### config.mk
export PLATFORM = sky130hd
export DESIGN_NAME = mfd_ctrl
export DESIGN_NICKNAME = d
export VERILOG_FILES = /design/src/rtl/mfd_pkg.sv /design/src/rtl/mfd_ctrl.sv
export SDC_FILE = /design/constraint.sdc
export NUM_CORES = 1
export LEC_CHECK = 0
export ABC_AREA = 1
export BUFFER_PORTS_ARGS = -buffer_cell sky130_fd_sc_hd__buf_2
export CAP_MARGIN = 10
export CELL_PAD_IN_SITES_DETAIL_PLACEMENT = 1
export CELL_PAD_IN_SITES_GLOBAL_PLACEMENT = 1
export CORE_MARGIN = 2
export CORE_UTILIZATION = 36
export DETAILED_ROUTE_END_ITERATION = 12
export PLACE_DENSITY_LB_ADDON = 0.1
export SYNTH_ARGS = -nofsm -noshare
export SYNTH_HDL_FRONTEND = slang
export SYNTH_SLANG_ARGS = --single-unit
export TNS_END_PERCENT = 100
### constraint.sdc
create_clock -name clk -period 1.75 [get_ports clk]
set_clock_uncertainty 0.1 [all_clocks]
set_input_delay 0.35 -clock clk [delete_from_list [all_inputs] [get_ports clk]]
set_output_delay 0.35 -clock clk [all_outputs]
set_load 0.03 [all_outputs]
### src/rtl/mfd_pkg.sv
// Shared types and constants for the max-flow (Dinic) core.
// Used by mfd_ctrl, mfd_dp and max_flow_dinic_core; depends on nothing.
package mfd_pkg;

	// Fixed port widths
	localparam int NODE_W   = 6;
	localparam int IN_CAP_W = 32;
	localparam int FLOW_W   = 40;
	localparam int CFG_AW   = 3;
	localparam int CFG_DW   = 32;

	localparam logic [FLOW_W-1:0] FLOW_MAX = '1;

	// Register indexes on the configuration port
	localparam logic REG_SOURCE = 1'b0;
	localparam logic REG_SINK   = 1'b1;

	// Datapath operations, one per controller step
	typedef enum logic [4:0] {
		OP_IDLE,
		OP_REV,
		OP_START,
		OP_LCLR,
		OP_LINIT,
		OP_BQCHK,
		OP_BQRD,
		OP_BLV,
		OP_BSCAN,
		OP_BARC,
		OP_BLW,
		OP_BDONE_RD,
		OP_BDONE,
		OP_PCLR,
		OP_DINIT,
		OP_DTOP,
		OP_DRD,
		OP_DSCAN,
		OP_DARC,
		OP_DLW,
		OP_DMISS,
		OP_DPOP0,
		OP_DPOP1,
		OP_DPOP2,
		OP_DPOP3,
		OP_AMIN_S,
		OP_AMIN_A,
		OP_AMIN_R,
		OP_AUP_S,
		OP_AUP_A,
		OP_AUP_W,
		OP_AUP_V
	} op_t;

	typedef struct packed {
		op_t  op;
		logic finish;
	} cmd_t;

	typedef struct packed {
		logic in_fire;
		logic last_q;
		logic st_eq;
		logic sweep_last;
		logic q_empty;
		logic scan_end;
		logic arc_ok;
		logic usable;
		logic depth_full;
		logic depth_zero;
		logic t_unr;
		logic v_is_t;
		logic i_last;
		logic out_free;
	} status_t;

endpackage

### src/rtl/mfd_ctrl.sv
// Sequencer for edge loading, level passes, blocking-flow walk and result.
// Depends on mfd_pkg (op_t, cmd_t, status_t).
module mfd_ctrl (
	input  logic             clk,
	input  logic             arst_n,
	input  mfd_pkg::status_t sts,
	output mfd_pkg::cmd_t    cmd
);

	typedef enum logic [4:0] {
		S_IDLE, S_REV, S_START, S_LCLR, S_LINIT, S_BQCHK, S_BQRD, S_BLV,
		S_BSCAN, S_BARC, S_BLW, S_BDONE_RD, S_BDONE, S_PCLR, S_DINIT,
		S_DTOP, S_DRD, S_DSCAN, S_DARC, S_DLW, S_DMISS, S_DPOP0, S_DPOP1,
		S_DPOP2, S_DPOP3, S_AMIN_S, S_AMIN_A, S_AMIN_R, S_AUP_S, S_AUP_A,
		S_AUP_W, S_AUP_V
	} state_t;

	state_t state_q;
	state_t state_d;

	// Next step
	always_comb begin
		state_d = state_q;
		unique case (state_q)
			S_IDLE:     if (sts.in_fire) state_d = S_REV;
			S_REV:      state_d = sts.last_q ? S_START : S_IDLE;
			S_START:    state_d = sts.st_eq ? S_IDLE : S_LCLR;
			S_LCLR:     if (sts.sweep_last) state_d = S_LINIT;
			S_LINIT:    state_d = S_BQCHK;
			S_BQCHK:    state_d = sts.q_empty ? S_BDONE_RD : S_BQRD;
			S_BQRD:     state_d = S_BLV;
			S_BLV:      state_d = S_BSCAN;
			S_BSCAN:    state_d = sts.scan_end ? S_BQCHK : S_BARC;
			S_BARC:     state_d = sts.arc_ok ? S_BLW : S_BSCAN;
			S_BLW:      state_d = S_BSCAN;
			S_BDONE_RD: state_d = S_BDONE;
			S_BDONE:    state_d = sts.t_unr ? S_IDLE : S_PCLR;
			S_PCLR:     if (sts.sweep_last) state_d = S_DINIT;
			S_DINIT:    state_d = S_DTOP;
			S_DTOP:     state_d = sts.v_is_t ? S_AMIN_S : S_DRD;
			S_DRD:      state_d = S_DSCAN;
			S_DSCAN:    state_d = sts.scan_end ? S_DMISS : S_DARC;
			S_DARC:     state_d = sts.arc_ok ? S_DLW : S_DSCAN;
			S_DLW: begin
				if (!sts.usable) state_d = S_DSCAN;
				else state_d = sts.depth_full ? S_DPOP0 : S_DTOP;
			end
			S_DMISS:    state_d = sts.depth_zero ? S_LCLR : S_DPOP0;
			S_DPOP0:    state_d = S_DPOP1;
			S_DPOP1:    state_d = S_DPOP2;
			S_DPOP2:    state_d = S_DPOP3;
			S_DPOP3:    state_d = S_DTOP;
			S_AMIN_S:   state_d = S_AMIN_A;
			S_AMIN_A:   state_d = S_AMIN_R;
			S_AMIN_R:   state_d = sts.i_last ? S_AUP_S : S_AMIN_S;
			S_AUP_S:    state_d = S_AUP_A;
			S_AUP_A:    state_d = S_AUP_W;
			S_AUP_W:    state_d = S_AUP_V;
			S_AUP_V:    state_d = sts.i_last ? S_DTOP : S_AUP_S;
			default:    state_d = S_IDLE;
		endcase
		// Hold in place until the result slot frees up
		if ((state_q == S_START && sts.st_eq) || (state_q == S_BDONE && sts.t_unr)) begin
			if (!sts.out_free) state_d = state_q;
		end
	end

	always_ff @(posedge clk or negedge arst_n) begin
		if (!arst_n) begin
			state_q <= S_IDLE;
		end else begin
			state_q <= state_d;
		end
	end

	// Issue the datapath operation for the current step
	always_comb begin
		cmd.finish = ((state_q == S_START && sts.st_eq) ||
			(state_q == S_BDONE && sts.t_unr)) && sts.out_free;
		unique case (state_q)
			S_IDLE:     cmd.op = mfd_pkg::OP_IDLE;
			S_REV:      cmd.op = mfd_pkg::OP_REV;
			S_START:    cmd.op = mfd_pkg::OP_START;
			S_LCLR:     cmd.op = mfd_pkg::OP_LCLR;
			S_LINIT:    cmd.op = mfd_pkg::OP_LINIT;
			S_BQCHK:    cmd.op = mfd_pkg::OP_BQCHK;
			S_BQRD:     cmd.op = mfd_pkg::OP_BQRD;
			S_BLV:      cmd.op = mfd_pkg::OP_BLV;
			S_BSCAN:    cmd.op = mfd_pkg::OP_BSCAN;
			S_BARC:     cmd.op = mfd_pkg::OP_BARC;
			S_BLW:      cmd.op = mfd_pkg::OP_BLW;
			S_BDONE_RD: cmd.op = mfd_pkg::OP_BDONE_RD;
			S_BDONE:    cmd.op = mfd_pkg::OP_BDONE;
			S_PCLR:     cmd.op = mfd_pkg::OP_PCLR;
			S_DINIT:    cmd.op = mfd_pkg::OP_DINIT;
			S_DTOP:     cmd.op = mfd_pkg::OP_DTOP;
			S_DRD:      cmd.op = mfd_pkg::OP_DRD;
			S_DSCAN:    cmd.op = mfd_pkg::OP_DSCAN;
			S_DARC:     cmd.op = mfd_pkg::OP_DARC;
			S_DLW:      cmd.op = mfd_pkg::OP_DLW;
			S_DMISS:    cmd.op = mfd_pkg::OP_DMISS;
			S_DPOP0:    cmd.op = mfd_pkg::OP_DPOP0;
			S_DPOP1:    cmd.op = mfd_pkg::OP_DPOP1;
			S_DPOP2:    cmd.op = mfd_pkg::OP_DPOP2;
			S_DPOP3:    cmd.op = mfd_pkg::OP_DPOP3;
			S_AMIN_S:   cmd.op = mfd_pkg::OP_AMIN_S;
			S_AMIN_A:   cmd.op = mfd_pkg::OP_AMIN_A;
			S_AMIN_R:   cmd.op = mfd_pkg::OP_AMIN_R;
			S_AUP_S:    cmd.op = mfd_pkg::OP_AUP_S;
			S_AUP_A:    cmd.op = mfd_pkg::OP_AUP_A;
			S_AUP_W:    cmd.op = mfd_pkg::OP_AUP_W;
			S_AUP_V:    cmd.op = mfd_pkg::OP_AUP_V;
			default:    cmd.op = mfd_pkg::OP_IDLE;
		endcase
	end

endmodule

==> impl_metrics.xml, run 1 <==
<?xml version="1.0" encoding="UTF-8"?>
<metrics>
  <group name="routing">
    <metric name="drt_pass_1_iters" unit="">4</metric>
    <metric name="via_cell_ratio" unit="">6.17</metric>
    <metric name="avgRoutedWirePerCell" unit="microns">21.8</metric>
    <metric name="first_iter_violations" unit="">84</metric>
    <metric name="detailed_route_wl" unit="mm">6.23</metric>
    <metric name="via_count" unit="">1759</metric>
    <metric name="drc" unit="">0</metric>
    <metric name="antenna_left" unit="">0</metric>
  </group>
  <group name="setup_path">
    <metric name="critical_path.startpoint_type" unit="">flop</metric>
    <metric name="worst-endpoint-required" unit="ns">1.80</metric>
    <metric name="critical_path.endpoint_type" unit="">flop</metric>
    <metric name="critical_path_arrival" unit="ns">2.10</metric>
    <metric name="timing.critical_path.fanout_max" unit="">4</metric>
    <metric name="criticalPathCategory" unit="">flop to flop</metric>
  </group>
  <group name="timing">
    <metric name="finalHoldViolations" unit="">0</metric>
    <metric name="setup_violations" unit="">5</metric>
    <metric name="timing.final.crit_share" unit="%">117</metric>
    <metric name="fmax" unit="MHz">489</metric>
    <metric name="max_slew_margin" unit="%">80.2</metric>
    <metric name="timing_max_transition_violations_final" unit="">0</metric>
    <metric name="max_slew.worst_pin.slew" unit="ns">0.296</metric>
    <metric name="setup_slack" unit="ns">-0.297</metric>
    <metric name="holdWs" unit="ns">0.284</metric>
    <metric name="final_period_minus_worst_setup_slack" unit="ns">2.05</metric>
    <metric name="unrepaired_setup_endpoints_after_global_routing" unit="">yes</metric>
    <metric name="setup-tns-final" unit="ns">-1.02</metric>
  </group>
  <group name="layout">
    <metric name="num_antenna_cells" unit="">0</metric>
    <metric name="multi_input_area" unit="sq um">967</metric>
    <metric name="seq_area" unit="sq um">131</metric>
    <metric name="drive_above_1_share" unit="%">48.4</metric>
    <metric name="stdcell_count" unit="">285</metric>
    <metric name="registers.top_by_ff_count" unit="">state_q</metric>
    <metric name="reg.largest.list" unit="">state_q (5)</metric>
    <metric name="fillerInstances" unit="">396</metric>
    <metric name="post-route-util" unit="%">62.2</metric>
    <metric name="largest_register_ff_count" unit="">5</metric>
    <metric name="syn2layout_area_growth" unit="%">63.7</metric>
    <metric name="final_net_count" unit="">271</metric>
  </group>
  <group name="global_route">
    <metric name="antenna_found_initial" unit="">0</metric>
    <metric name="grt.overflow.total" unit="">0</metric>
    <metric name="grt_max_degree" unit="">15</metric>
    <metric name="grt_usage" unit="%">31.1</metric>
    <metric name="first_pass_grt_wire_length" unit="mm">8.01</metric>
    <metric name="number_of_global_route_vias_before_repair" unit="">1610</metric>
  </group>
  <group name="hold_path">
    <metric name="timing.hold.worst.class" unit="">input pin to flop</metric>
  </group>
  <group name="synth">
    <metric name="synth_cell_type_count" unit="">27</metric>
    <metric name="syn_area_per_cell" unit="sq um">5.39</metric>
    <metric name="ys_ff_latch" unit="">5</metric>
    <metric name="ys_warn_count" unit="">0</metric>
    <metric name="netlist_area" unit="sq um">1060</metric>
    <metric name="mapped_nets" unit="">212</metric>
    <metric name="synth_cells" unit="">196</metric>
    <metric name="yosysSeqAreaShare" unit="%">11.8</metric>
  </group>
  <group name="power_and_ir_drop">
    <metric name="p_sw_share" unit="%">60.7</metric>
    <metric name="power.ir.vdd_worst" unit="mV">1.13</metric>
    <metric name="total_leakage_power" unit="nW">0.922</metric>
    <metric name="comb_power_share" unit="%">83.1</metric>
    <metric name="power_switching" unit="mW">1.67</metric>
    <metric name="cellPowerDensity" unit="nW/um^2">1590</metric>
    <metric name="share_clk_of_total_power" unit="%">5.8</metric>
    <metric name="p_int" unit="mW">1.08</metric>
    <metric name="seq_power_share" unit="%">11.1</metric>
  </group>
  <group name="status">
    <metric name="run_status" unit="">finished, violations left</metric>
    <metric name="violations" unit="">setup timing</metric>
  </group>
  <group name="floorplanning">
    <metric name="floorplan.die.height" unit="microns">58.2</metric>
    <metric name="die_w" unit="microns">58.2</metric>
    <metric name="standard_cell_core_area" unit="sq um">2780</metric>
    <metric name="rows" unit="">19</metric>
    <metric name="initial_utilization" unit="%">38.0</metric>
    <metric name="ios" unit="">22</metric>
    <metric name="die_area" unit="sq um">3380</metric>
  </group>
  <group name="clocking">
    <metric name="cts.sink_count" unit="">5</metric>
    <metric name="insertion_delay" unit="ns">0.27</metric>
    <metric name="cts_made_buffers" unit="">3</metric>
    <metric name="clk_root_buffer_cell" unit="">sky130_fd_sc_hd__clkbuf_4</metric>
    <metric name="clk_transition_reported_paths" unit="ns">0.06</metric>
    <metric name="tritoncts_clock_tree" unit="">done</metric>
    <metric name="ctsHtreeMaxLevel" unit="">1</metric>
    <metric name="clock_path_buffers" unit="">2</metric>
  </group>
  <group name="place">
    <metric name="dp.cells" unit="">264</metric>
    <metric name="preCtsSetupSlack" unit="ns">-0.113</metric>
    <metric name="gp_congestion" unit="">0.955</metric>
    <metric name="post-dp-hpwl" unit="mm">3.88</metric>
    <metric name="io_buffers" unit="">21</metric>
  </group>
  <group name="flow_run">
    <metric name="max_cap_viol_count" unit="">0</metric>
  </group>
</metrics>
cell type report:
cell class | instances | share of cell area [%]
Timing Repair Buffer | 61 | 27.2
Tap cell | 31 | 2.24
Clock buffer | 4 | 1.52
Sequential cell | 5 | 7.60
Multi-Input combinational cell | 164 | 55.9
Inverter | 20 | 5.50
worst max-delay path, cell delays in order (launching register included):
cell and delay, ns:
sky130_fd_sc_hd__dfrtp_2 0.49, sky130_fd_sc_hd__nand2_4 0.12, sky130_fd_sc_hd__inv_4 0.05, sky130_fd_sc_hd__buf_4 0.13, sky130_fd_sc_hd__buf_4 0.14, sky130_fd_sc_hd__nand4_1 0.13, sky130_fd_sc_hd__nand3_1 0.13, sky130_fd_sc_hd__inv_1 0.10
sky130_fd_sc_hd__nand2_1 0.09, sky130_fd_sc_hd__nor2_1 0.17, sky130_fd_sc_hd__nand2_1 0.10, sky130_fd_sc_hd__nand3_1 0.10, sky130_fd_sc_hd__nand2_1 0.09
kinds of logic after synthesis:
logic type	synth area share, %
and+or+nand+nor	69.7
buffers and inverters	12.9
DFF	11.8
AOI/OAI and AO/OA	5.57
power groups by stage:
stage | sequential (mW) | combinational [mW] | clock (mW)
final | 0.307 | 2.29 | 0.159
after global routing | 0.307 | 2.41 | 0.160
after CTS | 0.308 | 1.91 | 0.144
after detailed placement | 0.314 | 1.77 | 0
after global placement | 0.310 | 1.72 | 0
after floorplan | 0.316 | 1.19 | 0
routing by layer:
metal	vias up	share of wire [%]	global-route usage (%)
li1	762	-	-
met1	826	39	42.4
met2	129	47	51.3
met3	42	8.1	2.46
met4	0	5.4	11.3
met5	-	0	0
stage by stage:
step,instance area (sq um),power (mW)
after global routing,1730,2.88
after detailed placement,1400,2.09
after floorplan,1140,1.50
after CTS,1570,2.36
after global placement,1400,2.03
final,1730,2.75
Yosys cell counts:
library cell	n	area share, %
sky130_fd_sc_hd__nand2_1	58	21
sky130_fd_sc_hd__nand3_1	33	16
sky130_fd_sc_hd__nor2_1	32	11
sky130_fd_sc_hd__inv_1	13	4.6
sky130_fd_sc_hd__nand4_1	9	5.3
sky130_fd_sc_hd__buf_4	5	3.6
sky130_fd_sc_hd__dfrtp_1	5	12
sky130_fd_sc_hd__nor2_2	5	3.0
sky130_fd_sc_hd__inv_2	4	1.4
sky130_fd_sc_hd__nand3_2	4	3.8
sky130_fd_sc_hd__nor2_4	4	4.3
sky130_fd_sc_hd__nor3_1	4	1.9
sky130_fd_sc_hd__inv_4	3	1.8
sky130_fd_sc_hd__a21oi_1	2	0.95
sky130_fd_sc_hd__nand2_2	2	1.2
sky130_fd_sc_hd__o21ai_0	2	0.95
sky130_fd_sc_hd__a21o_1	1	0.71
sky130_fd_sc_hd__a21oi_2	1	0.83
sky130_fd_sc_hd__a311oi_1	1	0.83
sky130_fd_sc_hd__and2_1	1	0.59
sky130_fd_sc_hd__buf_2	1	0.47
sky130_fd_sc_hd__buf_6	1	1.1
sky130_fd_sc_hd__nand3b_1	1	0.71
sky130_fd_sc_hd__nor3b_1	1	0.71
sky130_fd_sc_hd__o22ai_1	1	0.59
sky130_fd_sc_hd__o31ai_1	1	0.71
sky130_fd_sc_hd__or2_0	1	0.59
timing repair:
action,in CTS,in global routing
hold endpoints to repair,5,0
setup endpoints to repair,5,6
pin swaps,14,15
hold buffers,1,0
gates resized for setup,23,18
setup buffers,7,9
final timing paths:
path | end | depth (start not counted) | slack [ns] | start
setup / recovery | state_q[2]$_DFFE_PN0P_ | 12 | -0.30 | state_q[2]$_DFFE_PN0P_
hold / removal | state_q[0]$_DFFE_PN0P_ | 3 | 0.28 | sts[10]
setup reg to reg | state_q[2]$_DFFE_PN0P_ | 12 | -0.30 | state_q[2]$_DFFE_PN0P_
hold reg to reg | state_q[1]$_DFFE_PN0P_ | 3 | 0.67 | state_q[1]$_DFFE_PN0P_
max in group asynchronous | state_q[3]$_DFFE_PN0P_ | 2 | 1.07 | arst_n
min in group asynchronous | state_q[2]$_DFFE_PN0P_ | 2 | 0.32 | arst_n
layout by cell type, fill, tap and decap left out, drive strengths merged:
| cell | instances |
|---|---|
| nand2 | 60 |
| buf | 60 |
| nor2 | 41 |
| nand3 | 37 |
| inv | 20 |
| nand4 | 9 |
| dfrtp | 5 |
| nor3 | 4 |
| clkbuf | 4 |
| a21oi | 3 |
| o21ai | 2 |
| o22ai | 1 |
| a21o | 1 |
| a311oi | 1 |
| nor3b | 1 |
| o31ai | 1 |
| and2 | 1 |
| or2 | 1 |
| nand3b | 1 |
| dlygate4sd3 | 1 |
Note: power is estimated with default switching activity, not from simulation.
==> run 2, diff against run 1 <==
--- a/config.mk
+++ b/config.mk
@@ -14,6 +14,7 @@
 export CORE_UTILIZATION = 36
 export DETAILED_ROUTE_END_ITERATION = 12
 export PLACE_DENSITY_LB_ADDON = 0.1
+export REMOVE_ABC_BUFFERS = 1
 export SYNTH_ARGS = -nofsm -noshare
 export SYNTH_HDL_FRONTEND = slang
 export SYNTH_SLANG_ARGS = --single-unit
==> run 2 against run 1 <==
- the flow still finishes with violations (setup timing)
- clock power decreased by 13%
- worst hold slack gained 0.060 ns
- first-iteration DRC count is 130% higher
- non-clock buffer count grew 9
- critical path type unchanged
==> impl_metrics.xml, run 2 (same netlist as run 1, synthesis figures left out) <==
<?xml version="1.0" encoding="UTF-8"?>
<metrics>
  <group name="status">
    <metric name="run_status" unit="">finished, violations left</metric>
    <metric name="violations" unit="">setup timing</metric>
  </group>
  <group name="setup_path">
    <metric name="cp_num_buf_inv" unit="">2</metric>
    <metric name="worst_path_max_delay_cell" unit="">sky130_fd_sc_hd__dfrtp_2</metric>
    <metric name="critical_path.reg2reg.endpoint" unit="">state_q[3]$_DFFE_PN0P_</metric>
    <metric name="worst-endpoint-required" unit="ns">1.82</metric>
    <metric name="worst_path_largest_cell_delay" unit="ns">0.45</metric>
    <metric name="critical_path.startpoint_type" unit="">flop</metric>
    <metric name="worst-r2r-cell-count" unit="">11</metric>
    <metric name="worstSetupStartpoint" unit="">state_q[1]$_DFFE_PN0P_</metric>
    <metric name="timing.critical_path.fanout_max" unit="">4</metric>
    <metric name="criticalPathCategory" unit="">flop to flop</metric>
    <metric name="ff2ff_setup_slack" unit="ns">-0.30</metric>
    <metric name="path_delay_family" unit="">simple AND/OR/NAND/NOR gates</metric>
    <metric name="crit_path_cell_trace" unit="">buf_4 &gt; buf_4 &gt; nand3_1 &gt; nand2_1 &gt; nor2_1 &gt; nand2_1 &gt; nor2_4 &gt; nand2_2 &gt; nand2_2 &gt; nand2_2 &gt; nand2_1</metric>
    <metric name="critical_path.endpoint_type" unit="">flop</metric>
    <metric name="critical_path_arrival" unit="ns">2.13</metric>
    <metric name="worstReg2RegStart" unit="">state_q[1]$_DFFE_PN0P_</metric>
  </group>
  <group name="power_and_ir_drop">
    <metric name="cellPowerDensity" unit="nW/um^2">1720</metric>
    <metric name="total_leakage_power" unit="nW">0.988</metric>
    <metric name="power.ir.vdd_worst" unit="mV">1.35</metric>
  </group>
  <group name="flow_run">
    <metric name="max_cap_viol_count" unit="">0</metric>
  </group>
  <group name="clocking">
    <metric name="cts_made_buffers" unit="">3</metric>
    <metric name="clk_root_buffer_cell" unit="">sky130_fd_sc_hd__clkbuf_4</metric>
    <metric name="clock_path_buffers" unit="">2</metric>
    <metric name="cts.sink_count" unit="">5</metric>
    <metric name="clk_transition_reported_paths" unit="ns">0.05</metric>
    <metric name="ctsHtreeMaxLevel" unit="">1</metric>
    <metric name="insertion_delay" unit="ns">0.24</metric>
    <metric name="tritoncts_clock_tree" unit="">done</metric>
  </group>
  <group name="routing">
    <metric name="via_count" unit="">1878</metric>
    <metric name="antenna_left" unit="">0</metric>
    <metric name="detailed_route_wl" unit="mm">7.38</metric>
    <metric name="via_cell_ratio" unit="">6.39</metric>
    <metric name="avgRoutedWirePerCell" unit="microns">25.1</metric>
    <metric name="drt_pass_1_iters" unit="">4</metric>
    <metric name="first_iter_violations" unit="">196</metric>
    <metric name="drc" unit="">0</metric>
  </group>
  <group name="timing">
    <metric name="timing.final.crit_share" unit="%">117</metric>
    <metric name="max_slew_margin" unit="%">74.5</metric>
    <metric name="setup_violations" unit="">5</metric>
    <metric name="finalHoldViolations" unit="">0</metric>
    <metric name="timing_max_transition_violations_final" unit="">0</metric>
    <metric name="fmax" unit="MHz">487</metric>
    <metric name="max_slew.worst_pin.slew" unit="ns">0.380</metric>
    <metric name="setup_slack" unit="ns">-0.304</metric>
    <metric name="unrepaired_setup_endpoints_after_global_routing" unit="">yes</metric>
    <metric name="setup-tns-final" unit="ns">-1.33</metric>
    <metric name="final_period_minus_worst_setup_slack" unit="ns">2.05</metric>
  </group>
  <group name="layout">
    <metric name="syn2layout_area_growth" unit="%">79.3</metric>
    <metric name="final_net_count" unit="">280</metric>
    <metric name="reg.largest.list" unit="">state_q (5)</metric>
    <metric name="post-route-util" unit="%">68.1</metric>
    <metric name="largest_register_ff_count" unit="">5</metric>
    <metric name="registers.top_by_ff_count" unit="">state_q</metric>
    <metric name="final_cell_area" unit="sq um">1890</metric>
    <metric name="num_antenna_cells" unit="">0</metric>
    <metric name="drive_above_1_share" unit="%">57.4</metric>
    <metric name="layout.cells.most_common_list" unit="">sky130_fd_sc_hd__nand2_1 (36), sky130_fd_sc_hd__buf_4 (35), sky130_fd_sc_hd__nand3_1 (22)</metric>
    <metric name="mostFrequentLayoutCell" unit="">sky130_fd_sc_hd__nand2_1</metric>
  </group>
  <group name="place">
    <metric name="gp_congestion" unit="">0.944</metric>
    <metric name="dpl-instance-area" unit="sq um">1340</metric>
    <metric name="post-dp-hpwl" unit="mm">3.86</metric>
    <metric name="io_buffers" unit="">21</metric>
  </group>
  <group name="hold_path">
    <metric name="timing.hold.worst.class" unit="">input pin to asynchronous set/reset pin</metric>
  </group>
  <group name="global_route">
    <metric name="grt.overflow.total" unit="">0</metric>
    <metric name="first_pass_grt_wire_length" unit="mm">9.83</metric>
    <metric name="number_of_global_route_vias_before_repair" unit="">1903</metric>
    <metric name="antenna_found_initial" unit="">0</metric>
    <metric name="grt_usage" unit="%">38.9</metric>
    <metric name="grt_max_degree" unit="">15</metric>
  </group>
  <group name="floorplanning">
    <metric name="rows" unit="">19</metric>
    <metric name="ios" unit="">22</metric>
    <metric name="die_area" unit="sq um">3380</metric>
    <metric name="initial_utilization" unit="%">38.0</metric>
    <metric name="die_w" unit="microns">58.2</metric>
    <metric name="floorplan.die.height" unit="microns">58.2</metric>
    <metric name="standard_cell_core_area" unit="sq um">2780</metric>
  </group>
</metrics>
run 2: changes by cell type in the layout (fill, tap and decap cells not counted), moves of 2 or more:
| cell | previous run | this run |
|---|---|---|
| sky130_fd_sc_hd__nor2_4 | 8 | 11 |
| sky130_fd_sc_hd__nand2_1 | 45 | 36 |
| sky130_fd_sc_hd__inv_2 | 5 | 1 |
| sky130_fd_sc_hd__inv_8 | 2 | 0 |
| sky130_fd_sc_hd__nand2_2 | 13 | 21 |
| sky130_fd_sc_hd__buf_6 | 6 | 10 |
| sky130_fd_sc_hd__nor2_1 | 27 | 21 |
| sky130_fd_sc_hd__nand3_2 | 8 | 12 |
| sky130_fd_sc_hd__buf_4 | 31 | 35 |
| sky130_fd_sc_hd__inv_4 | 2 | 7 |
| sky130_fd_sc_hd__nor2_2 | 6 | 9 |
| sky130_fd_sc_hd__nand3_1 | 25 | 22 |
run 2: how the worst max path moves through the flow:
stage,slack [ns],cells after the start,end
floorplan,-0.46,5,cmd[0]
global placement,-0.06,10,state_q[0]$_DFFE_PN0P_
detailed placement,-0.12,11,state_q[0]$_DFFE_PN0P_
CTS,-0.17,8,cmd[0]
global route,-0.35,11,state_q[3]$_DFFE_PN0P_
finish,-0.30,11,state_q[3]$_DFFE_PN0P_
run 2: stage by stage:
| stage | power (mW) | setup slack [ns] | hold WS [ns] | std cells |
|---|---|---|---|---|
| after detailed placement | 2.00 | -0.119 | 0.0685 | 267 |
| after floorplan | 1.28 | -0.462 | -0.0456 | 189 |
| final | 3.26 | -0.304 | 0.344 | 294 |
| after global routing | 3.36 | -0.351 | 0.345 | 294 |
| after global placement | 1.96 | -0.0627 | 0.0672 | 267 |
| after CTS | 2.59 | -0.170 | 0.313 | 288 |
run 2: metal layers:
metal / up-vias / wire length (microns) / part of all wire [%] / global-route usage (%)
met5: - / 0 / 0 / 0
met4: 0 / 477 / 6.5 / 18.3
met3: 44 / 617 / 8.4 / 5.58
met2: 156 / 3620 / 49 / 69.6
met1: 899 / 2660 / 36 / 45.1
li1: 779 / - / - / -
run 2: area by class of cell:
type / count / area, sq um
Multi-Input combinational cell: 164 / 1040
Fill cell: 348 / 888
Timing Repair Buffer: 70 / 561
Sequential cell: 5 / 131
Inverter: 20 / 92.6
Tap cell: 31 / 38.8
Clock buffer: 4 / 26.3
run 2: repair_timing:
item | 4_1_cts | 5_1_grt
pin swaps | 16 | 30
setup endpoints to repair | 5 | 6
hold buffers | 1 | 0
setup buffers | 17 | 6
resized for setup | 41 | 46
endpoints found under the hold margin | 5 | 0
run 2: worst register-to-register path: cells and delay by family (launching register included):
| kind | cells | cell delay (ns) |
|---|---|---|
| AND/OR/NAND/NOR | 9 | 1.09 |
| buffers and inverters | 2 | 0.32 |
| flip-flops | 1 | 0.45 |
run 2: power by group:
part	internal [mW]	switching, mW
logic	1.07	1.77
registers	0.177	0.105
clock network	0.0865	0.0511
total	1.33	1.93
